File: src/design/gww_pkg.sv
// ---------------------------------------------------------------------------
// gww_pkg: shared types and constants for the greedy word wrap block
// Character codes, the limit ceiling, the command struct passed from the
// control sequencer to the word-holding cell chain and the sequencer's plan.
// ---------------------------------------------------------------------------
`timescale 1ns / 1ps
`default_nettype none

package gww_pkg;

    localparam logic [7:0] CH_BLANK   = 8'h20;
    localparam logic [7:0] CH_TAB     = 8'h09;
    localparam logic [7:0] CH_NEWLINE = 8'h0A;

    localparam logic [5:0] LIMIT_CEILING     = 6'd60;
    localparam logic [5:0] MAX_COLUMNS_RESET = 6'd40;

    // Commands from the sequencer to the cell chain
    typedef struct packed {
        logic       shift;      // move every cell one place toward the head
        logic       load;       // write load_char into the cell at the tail
        logic [7:0] load_char;
    } chain_ctrl_t;

    // Work still pending for the item in progress, in emission order
    typedef struct packed {
        logic nl0;      // newline before the held text
        logic blank;    // held blank or tab
        logic word;     // held word bytes
        logic nl1;      // newline after the held text
        logic nl2;      // second newline (blank line)
        logic append;   // store the ordinary character at the end
    } plan_t;

endpackage

`default_nettype wire

File: src/design/gww_cell.sv
// ---------------------------------------------------------------------------
// gww_cell: one byte of the held-word chain
// Loads a new character when it is the tail position, and takes its
// neighbor's byte when the chain drains toward the head.
// ---------------------------------------------------------------------------
`timescale 1ns / 1ps
`default_nettype none

module gww_cell (
    input  wire                  aclk,
    input  wire gww_pkg::chain_ctrl_t ctrl,
    input  wire                  tail_sel,    // this cell is the next free place
    input  wire  [7:0]           next_char,   // byte of the neighbor behind
    output logic [7:0]           cell_char
);

    logic [7:0] data_reg;
    logic [7:0] data_next;

    // Drain takes priority; load only writes the tail cell
    always_comb begin
        data_next = data_reg;
        if (ctrl.shift) begin
            data_next = next_char;
        end else if (ctrl.load && tail_sel) begin
            data_next = ctrl.load_char;
        end
    end

    always_ff @(posedge aclk) begin
        data_reg <= data_next;
    end

    assign cell_char = data_reg;

endmodule

`default_nettype wire

File: src/design/gww_ctrl.sv
// ---------------------------------------------------------------------------
// gww_ctrl: line state and output sequencer for greedy word wrap
// Decides per input byte what has to go out, then emits one byte a cycle
// while the output register is free, draining the cell chain for held words.
// ---------------------------------------------------------------------------
`timescale 1ns / 1ps
`default_nettype none

module gww_ctrl #(
    parameter int WORD_STORE_DEPTH = 64
) (
    input  wire                          aclk,
    input  wire                          aresetn,
    input  wire                          cfg_we,
    input  wire  [5:0]                   cfg_wdata,
    input  wire                          s_valid,
    output logic                         s_ready,
    input  wire  [7:0]                   s_char,
    output logic                         m_valid,
    input  wire                          m_ready,
    output logic [7:0]                   m_char,
    output logic                         m_last,
    input  wire  [7:0]                   head_char,
    output gww_pkg::chain_ctrl_t         chain_ctrl,
    output logic [$clog2(WORD_STORE_DEPTH+1)-1:0] word_len
);

    localparam int WL_W = $clog2(WORD_STORE_DEPTH + 1);
    localparam logic [6:0] DEPTH_LIM = 7'(WORD_STORE_DEPTH);

    logic [5:0]      max_columns_reg;
    logic [5:0]      col_reg, col_next;
    logic            bh_reg, bh_next;
    logic [7:0]      held_reg, held_next;
    logic [WL_W-1:0] wl_reg, wl_next;
    logic            busy_reg, busy_next;
    gww_pkg::plan_t  plan_reg, plan_next;
    logic [7:0]      pend_blank_reg, pend_blank_next;
    logic [7:0]      char_reg, char_next;
    logic            m_valid_reg, m_valid_next;
    logic [7:0]      m_char_reg, m_char_next;
    logic            m_last_reg, m_last_next;

    logic [6:0] lim;
    logic [5:0] lim_sat;
    logic       s_accept;
    logic       out_free;
    logic       emit_any;

    // Saturate the limit to 1..60 and to the store depth
    always_comb begin
        if (max_columns_reg == 6'd0) begin
            lim_sat = 6'd1;
        end else if (max_columns_reg > gww_pkg::LIMIT_CEILING) begin
            lim_sat = gww_pkg::LIMIT_CEILING;
        end else begin
            lim_sat = max_columns_reg;
        end
        lim = ({1'b0, lim_sat} > DEPTH_LIM) ? DEPTH_LIM : {1'b0, lim_sat};
    end

    assign s_ready  = !busy_reg;
    assign s_accept = s_valid && !busy_reg;
    assign out_free = !m_valid_reg || m_ready;
    assign emit_any = plan_reg.nl0 || plan_reg.blank || plan_reg.word ||
                      plan_reg.nl1 || plan_reg.nl2;

    // Plan the item on accept, then emit one byte per free output slot
    always_comb begin
        logic [6:0] sum;
        logic       is_blank;
        logic       rem;

        col_next        = col_reg;
        bh_next         = bh_reg;
        held_next       = held_reg;
        wl_next         = wl_reg;
        busy_next       = busy_reg;
        plan_next       = plan_reg;
        pend_blank_next = pend_blank_reg;
        char_next       = char_reg;
        m_valid_next    = m_valid_reg;
        m_char_next     = m_char_reg;
        m_last_next     = m_last_reg;
        chain_ctrl      = '0;
        sum      = {1'b0, col_reg} + 7'(bh_reg) + 7'(wl_reg);
        is_blank = (s_char == gww_pkg::CH_BLANK) || (s_char == gww_pkg::CH_TAB);
        rem      = 1'b0;

        // Drop the shown byte once the receiver takes it
        if (m_ready) begin
            m_valid_next = 1'b0;
        end

        if (s_accept) begin
            busy_next       = 1'b1;
            plan_next       = '0;
            pend_blank_next = held_reg;
            char_next       = s_char;
            if (s_char == gww_pkg::CH_NEWLINE) begin
                plan_next.blank = bh_reg;
                plan_next.word  = (wl_reg != '0);
                plan_next.nl1   = 1'b1;
                plan_next.nl2   = 1'b1;
                col_next        = 6'd0;
                bh_next         = 1'b0;
            end else if (is_blank) begin
                plan_next.blank = bh_reg;
                plan_next.word  = (wl_reg != '0);
                if (sum + 7'd1 > lim) begin
                    plan_next.nl1 = 1'b1;
                    col_next      = 6'd0;
                    bh_next       = 1'b0;
                end else begin
                    col_next  = sum[5:0];
                    bh_next   = 1'b1;
                    held_next = s_char;
                end
            end else begin
                plan_next.append = 1'b1;
                if (sum + 7'd1 > lim) begin
                    plan_next.nl0 = bh_reg || (col_reg != 6'd0);
                    col_next      = 6'd0;
                    bh_next       = 1'b0;
                    if (7'(wl_reg) + 7'd1 > lim) begin
                        plan_next.word = (wl_reg != '0);
                        plan_next.nl1  = 1'b1;
                    end
                end
            end
        end else if (busy_reg) begin
            if (emit_any) begin
                if (out_free) begin
                    m_valid_next = 1'b1;
                    if (plan_reg.nl0) begin
                        m_char_next   = gww_pkg::CH_NEWLINE;
                        plan_next.nl0 = 1'b0;
                    end else if (plan_reg.blank) begin
                        m_char_next     = pend_blank_reg;
                        plan_next.blank = 1'b0;
                    end else if (plan_reg.word) begin
                        m_char_next      = head_char;
                        chain_ctrl.shift = 1'b1;
                        wl_next          = wl_reg - WL_W'(1);
                        plan_next.word   = (wl_reg != WL_W'(1));
                    end else if (plan_reg.nl1) begin
                        m_char_next   = gww_pkg::CH_NEWLINE;
                        plan_next.nl1 = 1'b0;
                    end else begin
                        m_char_next   = gww_pkg::CH_NEWLINE;
                        plan_next.nl2 = 1'b0;
                    end
                    rem = plan_next.nl0 || plan_next.blank || plan_next.word ||
                          plan_next.nl1 || plan_next.nl2;
                    m_last_next = !rem;
                end
            end else begin
                // All bytes out: store the ordinary character, if any, and finish
                if (plan_reg.append) begin
                    chain_ctrl.load      = 1'b1;
                    chain_ctrl.load_char = char_reg;
                    wl_next              = wl_reg + WL_W'(1);
                end
                plan_next.append = 1'b0;
                busy_next        = 1'b0;
            end
        end
    end

    always_ff @(posedge aclk) begin
        if (!aresetn) begin
            max_columns_reg <= gww_pkg::MAX_COLUMNS_RESET;
            col_reg         <= 6'd0;
            bh_reg          <= 1'b0;
            held_reg        <= 8'd0;
            wl_reg          <= '0;
            busy_reg        <= 1'b0;
            plan_reg        <= '0;
            m_valid_reg     <= 1'b0;
        end else begin
            if (cfg_we) begin
                max_columns_reg <= cfg_wdata;
            end
            col_reg     <= col_next;
            bh_reg      <= bh_next;
            held_reg    <= held_next;
            wl_reg      <= wl_next;
            busy_reg    <= busy_next;
            plan_reg    <= plan_next;
            m_valid_reg <= m_valid_next;
        end
    end

    // Payload registers
    always_ff @(posedge aclk) begin
        pend_blank_reg <= pend_blank_next;
        char_reg       <= char_next;
        m_char_reg     <= m_char_next;
        m_last_reg     <= m_last_next;
    end

    assign m_valid  = m_valid_reg;
    assign m_char   = m_char_reg;
    assign m_last   = m_last_reg;
    assign word_len = wl_reg;

endmodule

`default_nettype wire

File: src/design/greedy_word_wrap.sv
// ---------------------------------------------------------------------------
// greedy_word_wrap: greedy word wrap on a byte stream
// Holds the current word in a chain of byte cells and sends wrapped text.
// ---------------------------------------------------------------------------
// Usage:
//   s_* carries one input byte per transfer; m_* carries output bytes, with
//   m_tlast high on the final byte caused by one input byte. An input byte
//   that is only held back produces no output transfer.
//   cfg_we/cfg_wdata write max_columns (reset 40); write only while idle.
// Flow:
//   s_tready drops for the whole item after a transfer. The first output
//   byte is planned into the plan register and then shown in the output
//   register; one byte follows per cycle while m_tready stays high. An item
//   sends N output bytes (N up to the limit plus two) through the single
//   output register, draining the word cell chain one byte per free slot.
// Reset:
//   aresetn (synchronous, active low) empties the held text, clears the
//   column count and restores max_columns to 40.
// Stall:
//   While m_tready is low the shown byte holds and the drain pauses; no
//   byte is lost or repeated.
// ---------------------------------------------------------------------------
`timescale 1ns / 1ps
`default_nettype none

module greedy_word_wrap #(
    parameter int WORD_STORE_DEPTH = 64
) (
    input  wire        aclk,
    input  wire        aresetn,
    input  wire        cfg_we,
    input  wire  [5:0] cfg_wdata,   // max_columns
    input  wire        s_tvalid,
    output logic       s_tready,
    input  wire  [7:0] s_tdata,     // [7:0] in_char
    output logic       m_tvalid,
    input  wire        m_tready,
    output logic [7:0] m_tdata,     // [7:0] out_char
    output logic       m_tlast      // last_of_run
);

    localparam int WL_W = $clog2(WORD_STORE_DEPTH + 1);

    gww_pkg::chain_ctrl_t chain_ctrl;
    logic [WL_W-1:0]      word_len;
    logic [7:0]           cell_char [WORD_STORE_DEPTH];

    gww_ctrl #(
        .WORD_STORE_DEPTH (WORD_STORE_DEPTH)
    ) u_ctrl (
        .aclk       (aclk),
        .aresetn    (aresetn),
        .cfg_we     (cfg_we),
        .cfg_wdata  (cfg_wdata),
        .s_valid    (s_tvalid),
        .s_ready    (s_tready),
        .s_char     (s_tdata),
        .m_valid    (m_tvalid),
        .m_ready    (m_tready),
        .m_char     (m_tdata),
        .m_last     (m_tlast),
        .head_char  (cell_char[0]),
        .chain_ctrl (chain_ctrl),
        .word_len   (word_len)
    );

    // Word chain: head at cell 0, drains toward the head
    for (genvar i = 0; i < WORD_STORE_DEPTH; i++) begin : g_cell
        logic [7:0] next_char;
        if (i == WORD_STORE_DEPTH - 1) begin : g_tail
            assign next_char = 8'h00;
        end else begin : g_mid
            assign next_char = cell_char[i+1];
        end

        gww_cell u_cell (
            .aclk      (aclk),
            .ctrl      (chain_ctrl),
            .tail_sel  (word_len == WL_W'(i)),
            .next_char (next_char),
            .cell_char (cell_char[i])
        );
    end

endmodule

`default_nettype wire
File: config.mk
export PLATFORM = sky130hd
export DESIGN_NAME = greedy_word_wrap
export DESIGN_NICKNAME = d
export VERILOG_FILES = /design/src/design/gww_pkg.sv /design/src/design/gww_cell.sv /design/src/design/gww_ctrl.sv /design/src/design/greedy_word_wrap.sv
export SDC_FILE = /design/constraint.sdc
export NUM_CORES = 1
export LEC_CHECK = 0
export BUFFER_PORTS_ARGS = -buffer_cell sky130_fd_sc_hd__buf_2
export CORE_ASPECT_RATIO = 0.7
export CORE_UTILIZATION = 55
export CTS_CLUSTER_SIZE = 28
export DETAILED_ROUTE_END_ITERATION = 6
export GPL_TIMING_DRIVEN = 0
export PLACE_DENSITY = 0.82
export SETUP_SLACK_MARGIN = 0.3
export SKIP_LAST_GASP = 1
export SYNTH_ARGS = -nofsm -noshare
export SYNTH_HDL_FRONTEND = slang
export SYNTH_SLANG_ARGS = --single-unit
File: constraint.sdc
create_clock -name aclk -period 9 [get_ports aclk]
set_input_delay 0.45 -clock aclk [delete_from_list [all_inputs] [get_ports aclk]]
set_output_delay 0.45 -clock aclk [all_outputs]
set_load 0.01 [all_outputs]
Word level (Yosys, flattened, before mapping)
Cells that the tools add are included.
{"block": "classes", "eq_ne": 72, "order_cmp": 4, "muxes": 192, "n_reduce_logical": 157, "bitwise_logic": 3, "n_addsub": 5}
{"cell": "8-bit 2-to-1 mux", "count": 128}
{"cell": "7-bit by 6-bit equality test with 1-bit output, second input constant", "count": 32}
{"cell": "2-bit nonzero test", "count": 67}
{"cell": "7-bit by 5-bit equality test with 1-bit output, second input constant", "count": 16}
{"cell": "1-bit logical AND", "count": 65}
{"cell": "7-bit by 4-bit equality test with 1-bit output, second input constant", "count": 8}
{"cell": "7-bit 2-to-1 mux", "count": 7}
{"cell": "6-bit 2-to-1 mux", "count": 8}
{"cell": "1-bit 2-to-1 mux", "count": 32}
{"cell": "7-bit by 3-bit equality test with 1-bit output, second input constant", "count": 4}
{"cell": "10-bit 2-to-1 mux", "count": 2}
{"cell": "4-bit 2-to-1 mux", "count": 5}
{"cell": "9-bit 2-to-1 mux", "count": 2}
{"cell": "8-bit by 4-bit equality test with 1-bit output, second input constant", "count": 2}
{"cell": "7-bit by 1-bit adder with 7-bit output, second input constant", "count": 2}
{"cell": "7-bit by 2-bit equality test with 1-bit output, second input constant", "count": 2}
{"cell": "7-bit > comparator", "count": 2}
{"cell": "1-bit logical OR", "count": 11}
{"cell": "5-bit 2-to-1 mux", "count": 2}
{"cell": "8-bit by 6-bit equality test with 1-bit output, second input constant", "count": 1}
{"cell": "2-bit 2-to-1 mux", "count": 4}
{"cell": "4-bit AND reduction", "count": 2}
{"cell": "6-bit by 1-bit adder with 7-bit output", "count": 1}
{"cell": "7-bit adder", "count": 1}
{"cell": "18 further kinds", "count": 27}
{"block": "word_totals", "inputBits": 19, "ff_bits": 573, "output_inout_bits": 11, "elab_cells": 514}

Longest topological paths before layout
Gate-level depths: netlist (run 1).
{"block": "logic_depth", "depth_word": 13, "depth_mapped": 14}

Cells and area by module
From an unflattened synthesis (run 1), not the netlist that was laid out.
{"block": "hier_totals", "hier_cells": 1608, "area_unflattened_um2": 28262.1}
{"module": "gww_cell", "seq_area_each_um2": 240.2, "area_per_inst_um2": 380.4, "n_inst": 64, "cells_each": 18}
{"module": "gww_ctrl", "seq_area_each_um2": 1471.4, "area_per_inst_um2": 3434.5, "n_inst": 1, "cells_each": 360}
{"module": "greedy_word_wrap", "seq_area_each_um2": 0.0, "area_per_inst_um2": 484.2, "n_inst": 1, "cells_each": 96}

Least setup slack after synthesis (run 1)
No wires, ideal clock.
{"block": "synth_path", "path_type": "reg2reg", "from": "register u_ctrl.bh_reg", "to": "register u_ctrl.col_reg[2]", "n_path_buf": 0, "arrival_ns": 3.552, "t_required_ns": 8.941, "path_slack_ns": 5.389, "synth_period_minus_slack_ns": 3.611, "stages_incl_launch_ff": 14, "cell_sequence": "dfxtp_1 > fa_1 > fa_1 > a211o_2 > a21oi_1 > nor2_1 > xor2_1 > ha_1 > a21o_1 > a21o_1 > o21a_1 > a211o_1 > a31oi_4 > a22o_1"}
{"block": "synth_via", "elab_chain_len": 7, "word_cells_on_any_way": 9, "cone_classes": "3 x add/sub; 1 x order compare; 3 x mux; 2 x reduce/logical"}
{"element": "from (decl)", "line_no": "gww_ctrl.sv:33", "source": "logic bh_reg, bh_next;"}
{"element": "from (signal assigned)", "line_no": "gww_ctrl.sv:185", "source": "bh_reg <= bh_next;"}
{"element": "6-bit by 1-bit adder with 7-bit output (*)", "line_no": "gww_ctrl.sv:86", "source": "sum = {1'b0, col_reg} + 7'(bh_reg) + 7'(wl_reg);"}
{"element": "7-bit adder (*)", "line_no": "gww_ctrl.sv:86"}
{"element": "7-bit by 1-bit adder with 7-bit output", "line_no": "gww_ctrl.sv:110, gww_ctrl.sv:121"}
{"element": "7-bit > comparator", "line_no": "gww_ctrl.sv:110, gww_ctrl.sv:121"}
{"element": "6-bit 2-to-1 mux", "line_no": "gww_ctrl.sv:110", "source": "if (sum + 7'd1 > lim) begin"}
{"element": "6-bit 2-to-1 mux", "line_no": "gww_ctrl.sv:107", "source": "end else if (is_blank) begin"}
{"element": "6-bit 2-to-1 mux", "line_no": "gww_ctrl.sv:100", "source": "if (s_char == gww_pkg::CH_NEWLINE) begin"}
{"element": "to (signal assigned)", "line_no": "gww_ctrl.sv:184", "source": "col_reg <= col_next;"}
{"element": "to (decl)", "line_no": "gww_ctrl.sv:32", "source": "logic [5:0] col_reg, col_next;"}
Every way passes the cells marked *; elsewhere a longest branch is shown, timed or not.
A chain may end at the register's enable or synchronous reset.

Final worst setup path (run 1)
{"block": "layout_path", "from": "register u_ctrl.wl_reg[0], in the netlist u_ctrl.word_len[0]", "to": "register u_ctrl.held_reg[3]"}
{"block": "layout_via", "elab_chain_len": 5}
{"element": "from (decl)", "line_no": "gww_ctrl.sv:35", "source": "logic [WL_W-1:0] wl_reg, wl_next;"}
{"element": "from (signal assigned)", "line_no": "gww_ctrl.sv:187", "source": "wl_reg <= wl_next;"}
{"element": "7-bit adder", "line_no": "gww_ctrl.sv:86"}
{"element": "7-bit by 1-bit adder with 7-bit output", "line_no": "gww_ctrl.sv:110"}
{"element": "7-bit > comparator", "line_no": "gww_ctrl.sv:110"}
{"element": "1-bit inverter (no line)"}
{"element": "4-bit AND reduction (no line)"}
{"element": "to (signal assigned)", "line_no": "gww_ctrl.sv:186", "source": "held_reg <= held_next;"}
{"element": "to (decl)", "line_no": "gww_ctrl.sv:34", "source": "logic [7:0] held_reg, held_next;"}
No other way between the ends.

==> impl_metrics.csv, run 1 <==
group,metric,value,unit
run_status,status,"finished with violations",
run_status,violations,"design-rule violations",
sta,slew_headroom,0.02706,
sta,timing.setup.tns,0,ps
synth,yosysWarnings,0,
place,numPortBuffers,27,
cts,cts_setup_buffers,0,
floorplanning,die_w,250.1,um
min_path,hp-class,"in -> reg",
cts,htreeDepth,2,
global_route,grt_pass1_vias,14380,
global_route,antenna_found_initial,2,
pwr,ir_drop,133.8,uV
cells_and_area,nNetsFinal,1743,
floorplanning,num_rows,63,
setup_path,cp.arrival,4830,ps
cells_and_area,area.growth.synth_to_final,10.42,%
synth,syn_nets,1652,
routing,drc_errors,16,
sta,rsz0062_at_grt,"no",
routing,wl_met3,7735,um
floorplanning,ios,30,
global_route,grt-ovfl-total,0,
routing,wl_met2,24240,um
setup_path,critical-path-top-delay-family,"adder cells",
cts,clk_latency,590,ps
setup_path,cp-start-kind,"register",
synth,ys_ff_latch,573,
cts,cts_buffers,49,
synth,avgSynthCellArea,14.73,um^2
pwr,pwr_density_cell,196.9,mW/mm^2
cts,cts_hold_buf,0,
sta,worst_slew_pin_slew,1454,ps
setup_path,timing.critical_path.buf_inv,0,
place,place.gp.congestion,0.9589,
synth,syn-cell-area,0.02369,mm^2
synth,synth-main-ff-cell,"edfxtp_1",
cts,cts.sinks,573,
floorplanning,core_area,0.04241,mm^2
cells_and_area,fillers,2988,
routing,drt_wl_total,57510,um
pwr,power.switching,1.043,mW
sta,timing.hold.ws,56.80,ps
cts,cts.path.max_buffers,3,
floorplanning,die_y,175.6,um
sta,fmax,231.3,MHz
setup_path,cp_slowest_cell,"fa_1",
setup_path,cp_max_fo,8,
pwr,p_sw_frac,0.2024,
pwr,pwr-share-comb,0.029,
cells_and_area,largest_reg_flops,512,
global_route,track_usage,0.2620,
cts,clk_pin_slew,70,ps
routing,post_drt_wl_per_cell,25.11,um
sta,post-route-min-period,4323,ps
cts,cts_root_buf,"clkbuf_16",
sta,hold_viol_final,0,
cells_and_area,post-route-util,0.6168,
synth,async_flop_share,0,
synth,synth-edff-count,529,
cts,ctsResizeCount,0,
routing,final_antenna_net_count,0,
sta,finClkSkew,30.28,ps
setup_path,criticalPathCategory,"reg -> reg",
pwr,p_seq_frac,0.563,
pwr,p_leak,13.49,nW
synth,post_synth_num_cell_types,74,
floorplanning,fp.dieArea,0.04392,mm^2
setup_path,cp_cell_sequence,"fa_1, fa_1, a211oi_1, nor2_1, nor2_1, nand3_1, xnor2_1, ha_1, nand3_1, a21oi_1, o21ai_0, and4_2, o21ai_2, mux2i_1",
cells_and_area,layout-drive-gt1-share,0.1055,
routing,drt-vias-per-instance,6.472,
pwr,internal_power,4.107,mW
place,dp_hpwl,39220,um
routing,drtIter0Drc,2375,
cts,cts_tree,"done",
setup_path,crit_path_end_kind,"register",
pwr,power_frac_clock,0.408,
flow_run,drv_cap,0,
sta,drv_slew,0,
routing,m1WireLength,24410,um
global_route,grt_max_degree,26,
routing,dr.pass1.iters,7,
routing,highest_layer,"met5",
sta,fin_crit_sh,0.4804,
floorplanning,start_util,0.5586,
setup_path,cpPeakStageDelay,490,ps
routing,via_count,14820,
setup_path,worstPathRequired,9510,ps
synth,yosysSeqAreaShare,0.7077,
synth,post_synth_inst_count,1608,
global_route,grt_first_pass_wirelength,86620,um
sta,setup_viol,0,
-- stage by stage --
step / total power [mW] / instances / setup WS [ps] / cell area (um^2)
2_1_floorplan: 3.049 / 1608 / 5389 / 23690
3_3_place_gp: 3.091 / 2187 / 4973 / 24520
3_5_place_dp: 3.098 / 2194 / 4823 / 24560
4_1_cts: 5.151 / 2281 / 4794 / 26110
5_1_grt: 5.261 / 2287 / 4503 / 26150
6_report: 5.150 / 2290 / 4677 / 26160
-- power by group through the flow --
| stage | logic [mW] | registers, mW | clock network, mW |
|---|---|---|---|
| 2_1_floorplan | 0.0943 | 2.96 | 0 |
| 3_3_place_gp | 0.134 | 2.96 | 0 |
| 3_5_place_dp | 0.140 | 2.96 | 0 |
| 4_1_cts | 0.142 | 2.90 | 2.11 |
| 5_1_grt | 0.157 | 2.90 | 2.20 |
| 6_report | 0.147 | 2.90 | 2.10 |
-- synth_stat cells (all sizes together), types with 3 or more instances --
master	n	area share
nor2b	7	0.0018
nor4	4	0.0011
o21ai	85	0.018
a22oi	8	0.0025
dfxtp	44	0.037
a21oi	25	0.0053
nand2b	5	0.0013
edfxtp	529	0.67
a31oi	4	0.0017
clkbuf	87	0.014
mux2i	7	0.0030
nand3	11	0.0023
and2	11	0.0029
buf	54	0.012
ha	23	0.012
a21o	508	0.16
and4	3	0.0012
nor2	35	0.0057
o211ai	5	0.0018
o21a	4	0.0013
and3	9	0.0024
xor2	5	0.0022
a211o	4	0.0016
or3b	4	0.0015
or3	6	0.0016
a22o	6	0.0022
nand2	42	0.0067
xnor2	8	0.0030
a211oi	5	0.0020
nand3b	3	0.00095
nor3	4	0.0011
nand4	6	0.0016
inv	13	0.0021
-- cell families (layout without fill, tap and decap cells) --
group,count (synthesis),after routing,synth area share
buf+inv,155,282,0.02831
flops,573,573,0.7077
fa+ha+maj,25,25,0.01384
other cells,0,3,0
mux,7,7,0.002958
xor+xnor,13,13,0.005123
compound gates,675,675,0.2061
simple gates,160,160,0.03591
-- worst paths after layout --
check                             startpoint                            endpoint  slack [ps]  depth (start not counted)
max          u_ctrl.word_len[0]$_SDFFE_PN0P_     u_ctrl.held_reg[3]$_SDFFE_PN0P_        4680                         14
min                               s_tdata[7]        u_ctrl.char_reg[7]$_DFFE_PP_          60                          1
max reg2reg  u_ctrl.word_len[0]$_SDFFE_PN0P_     u_ctrl.held_reg[3]$_SDFFE_PN0P_        4680                         14
min reg2reg  u_ctrl.held_reg[1]$_SDFFE_PN0P_  u_ctrl.pend_blank_reg[1]$_DFFE_PP_         440                          0
-- layout make-up --
class                           count  area (um^2)  area share
Buffer                            142        621.8     0.02377
Antenna cell                        3        7.507   0.0002870
Multi-Input combinational cell    880         6254      0.2391
Timing Repair Buffer               40        225.2    0.008610
Clock inverter                     21        202.7    0.007749
Sequential cell                   573        16770      0.6409
Clock buffer                       66         1343     0.05132
Tap cell                          552        690.7     0.02640
Inverter                           13        48.80    0.001865
-- layout by cell type (no fill, tap or decap), types with 7 or more instances in the layout --
master and instances:
nand2_1 42, o21ai_1 23, clkbuf_16 51, and2_1 11, a21oi_1 25, nand3_1 11, o21ai_0 60, inv_1 13
a21o_1 508, xnor2_1 8, buf_2 81, mux2i_1 7, dfxtp_1 44, a22oi_1 8, clkbuf_1 100, and3_1 8
edfxtp_1 529, nor2_1 34, ha_1 23, clkinv_1 8, clkinv_2 7, nor2b_1 7
-- routing by layer --
metal	up-vias	track usage
li1	6296	-
met1	7477	0.3978
met2	940	0.3698
met3	107	0.07765
met4	2	0.06493
met5	-	0
Power figures use the tool's default switching activity.
==> inputs of run 2 (changes only) <==
--- a/config.mk
+++ b/config.mk
@@ -11,7 +11,7 @@
 export CTS_CLUSTER_SIZE = 28
 export DETAILED_ROUTE_END_ITERATION = 6
 export GPL_TIMING_DRIVEN = 0
-export PLACE_DENSITY = 0.82
+export PLACE_DENSITY = 0.85
 export SETUP_SLACK_MARGIN = 0.3
 export SKIP_LAST_GASP = 1
 export SYNTH_ARGS = -nofsm -noshare
==> constraint.sdc (replaced) <==
create_clock -name aclk -period 3.6 [get_ports aclk]
set_input_delay 0.18 -clock aclk [delete_from_list [all_inputs] [get_ports aclk]]
set_output_delay 0.18 -clock aclk [all_outputs]
set_load 0.01 [all_outputs]
==> impl_metrics.csv, run 2 (same netlist as run 1, synthesis figures left out) <==
group,metric,value,unit
setup_path,cp-start-kind,"register",
place,place.gp.congestion,0.9559,
sta,post-route-min-period,3818,ps
floorplanning,fp.dieArea,0.04392,mm^2
cts,cts.path.max_buffers,3,
routing,drt_wl_total,60350,um
global_route,grt-ovfl-total,0,
run_status,violations,"design-rule violations, negative setup slack",
cts,cts_root_buf,"clkbuf_16",
routing,final_antenna_net_count,0,
routing,drt-vias-per-instance,6.585,
cts,clk_latency,590,ps
cts,cts.sinks,573,
routing,drtIter0Drc,2203,
cells_and_area,layout-drive-gt1-share,0.1362,
sta,worst_slew_pin_slew,1443,ps
sta,hold_viol_final,0,
global_route,grt_max_degree,26,
setup_path,crit_path_end_kind,"register",
cells_and_area,largest_reg_flops,512,
setup_path,cp.arrival,4340,ps
setup_path,worstPathRequired,4120,ps
sta,fin_crit_sh,1.061,
sta,drv_slew,0,
setup_path,rrSetupSlack,-220,ps
pwr,finalPower,12.77,mW
run_status,status,"finished with violations",
flow_run,drv_cap,0,
cts,cts_tree,"done",
min_path,hp-class,"in -> reg",
cts,cts_buffers,49,
cells_and_area,final_common_cell,"edfxtp_1",
cells_and_area,nNetsFinal,1767,
sta,rsz0062_at_grt,"yes",
floorplanning,num_rows,63,
floorplanning,ios,30,
place,place_inst,2192,
floorplanning,die_y,175.6,um
floorplanning,core_area,0.04241,mm^2
floorplanning,die_w,250.1,um
floorplanning,start_util,0.5586,
global_route,grt_first_pass_wirelength,88870,um
pwr,p_leak,13.67,nW
routing,post_drt_wl_per_cell,26.06,um
global_route,grt_pass1_vias,14620,
sta,fmax,261.9,MHz
global_route,track_usage,0.2693,
routing,via_count,15250,
sta,layout_setup_ws,-218.2,ps
sta,timing.hold.ws,54.16,ps
cells_and_area,area.growth.synth_to_final,12.92,%
routing,drc_errors,8,
cells_and_area,fillers,2827,
sta,setup_viol,18,
cts,clk_pin_slew,70,ps
sta,slew_headroom,0.03466,
setup_path,cp_max_fo,6,
routing,dr.pass1.iters,7,
cts,htreeDepth,2,
cells_and_area,layout.cells.non_filler,2316,
place,dp_hpwl,39060,um
sta,finClkSkew,48.54,ps
global_route,antenna_found_initial,1,
setup_path,criticalPathCategory,"reg -> reg",
pwr,pwr_density_cell,477.4,mW/mm^2
place,numPortBuffers,27,
pwr,ir_drop,455.9,uV
cells_and_area,layout_common_cells,"edfxtp_1, a21o_1, clkbuf_1",
==> run 2: cell count changes in the layout (fill, tap and decap cells not counted), sizes merged, moves of 2 or more <==
cell,delta
dlygate4sd3,+16
buf,+12
clkinv,+5
clkbuf,-6
clkinvlp,+2
bufinv,-2
==> run 2: stage by stage <==
step	setup WS, ps	area [um^2]	utilization	TNS (ps)
floorplan	202.3	23730	-	0
global placement	-137.0	24550	0.5790	-3205
detailed placement	-255.2	24590	0.5798	-8208
CTS	-113.1	26420	0.6229	-3956
global route	-247.3	26750	0.6308	-3639
finish	-218.2	26750	0.6308	-2754
==> run 2: final timing paths <==
| kind | from | end | cells past startpoint |
|---|---|---|---|
| setup reg to reg | u_ctrl.word_len[0]$_SDFFE_PN0P_ | u_ctrl.col_reg[4]$_SDFFE_PN0P_ | 12 |
| hold / removal | cfg_we | u_ctrl.max_columns_reg[5]$_SDFFE_PN1P_ | 3 |
| setup / recovery | u_ctrl.word_len[0]$_SDFFE_PN0P_ | u_ctrl.col_reg[4]$_SDFFE_PN0P_ | 12 |
| hold reg to reg | u_ctrl.held_reg[3]$_SDFFE_PN0P_ | u_ctrl.pend_blank_reg[3]$_DFFE_PP_ | 0 |
==> run 2: repair_timing <==
action | in CTS | in global routing
setup buffers | 11 | 4
gates resized for setup | 36 | 79
pin swaps | 15 | 9
hold endpoints to repair | 17 | 0
setup endpoints to repair | 300 | 431
gates cloned | 0 | 0
hold buffers | 16 | 0
==> run 2: critical path: stages, from the launching register on <==
cell	delay [ps]
dfxtp_4	370
fa_2	440
fa_2	590
ha_1	280
and3_1	260
xor2_2	160
ha_1	270
a21o_1	170
a21o_1	160
o21a_1	210
a211o_1	350
a31oi_4	290
a22o_1	200
==> run 2: where the power goes <==
| part | switching (mW) | leakage, nW | total (mW) | internal (mW) |
|---|---|---|---|---|
| Clock | 2.40 | 0.726 | 5.13 | 2.73 |
| Combinational | 0.245 | 7.32 | 0.398 | 0.154 |
| Sequential | 0.0203 | 5.62 | 7.25 | 7.23 |
==> run 2: cell type report <==
cell class | instances | area (um^2) | share of cell area
diodes | 2 | 5.005 | 0.0001871
plain buffers | 142 | 634.4 | 0.02371
clock buffers | 65 | 1318 | 0.04925
clock inverters | 25 | 180.2 | 0.006735
inverters | 13 | 48.80 | 0.001824
multi-input cells | 880 | 6648 | 0.2485
flip-flops and latches | 573 | 16770 | 0.6271
well taps | 552 | 690.7 | 0.02582
repair buffers | 64 | 452.9 | 0.01693
==> run 2: routing by layer <==
metal  vias to the layer above  GRT usage  part of all wire
met1                      7652     0.3931              0.40
li1                       6348          -                 -
met2                      1115     0.3926              0.43
met4                         0    0.06365             0.023
met5                         -          0                 0
met3                       136    0.08832              0.14
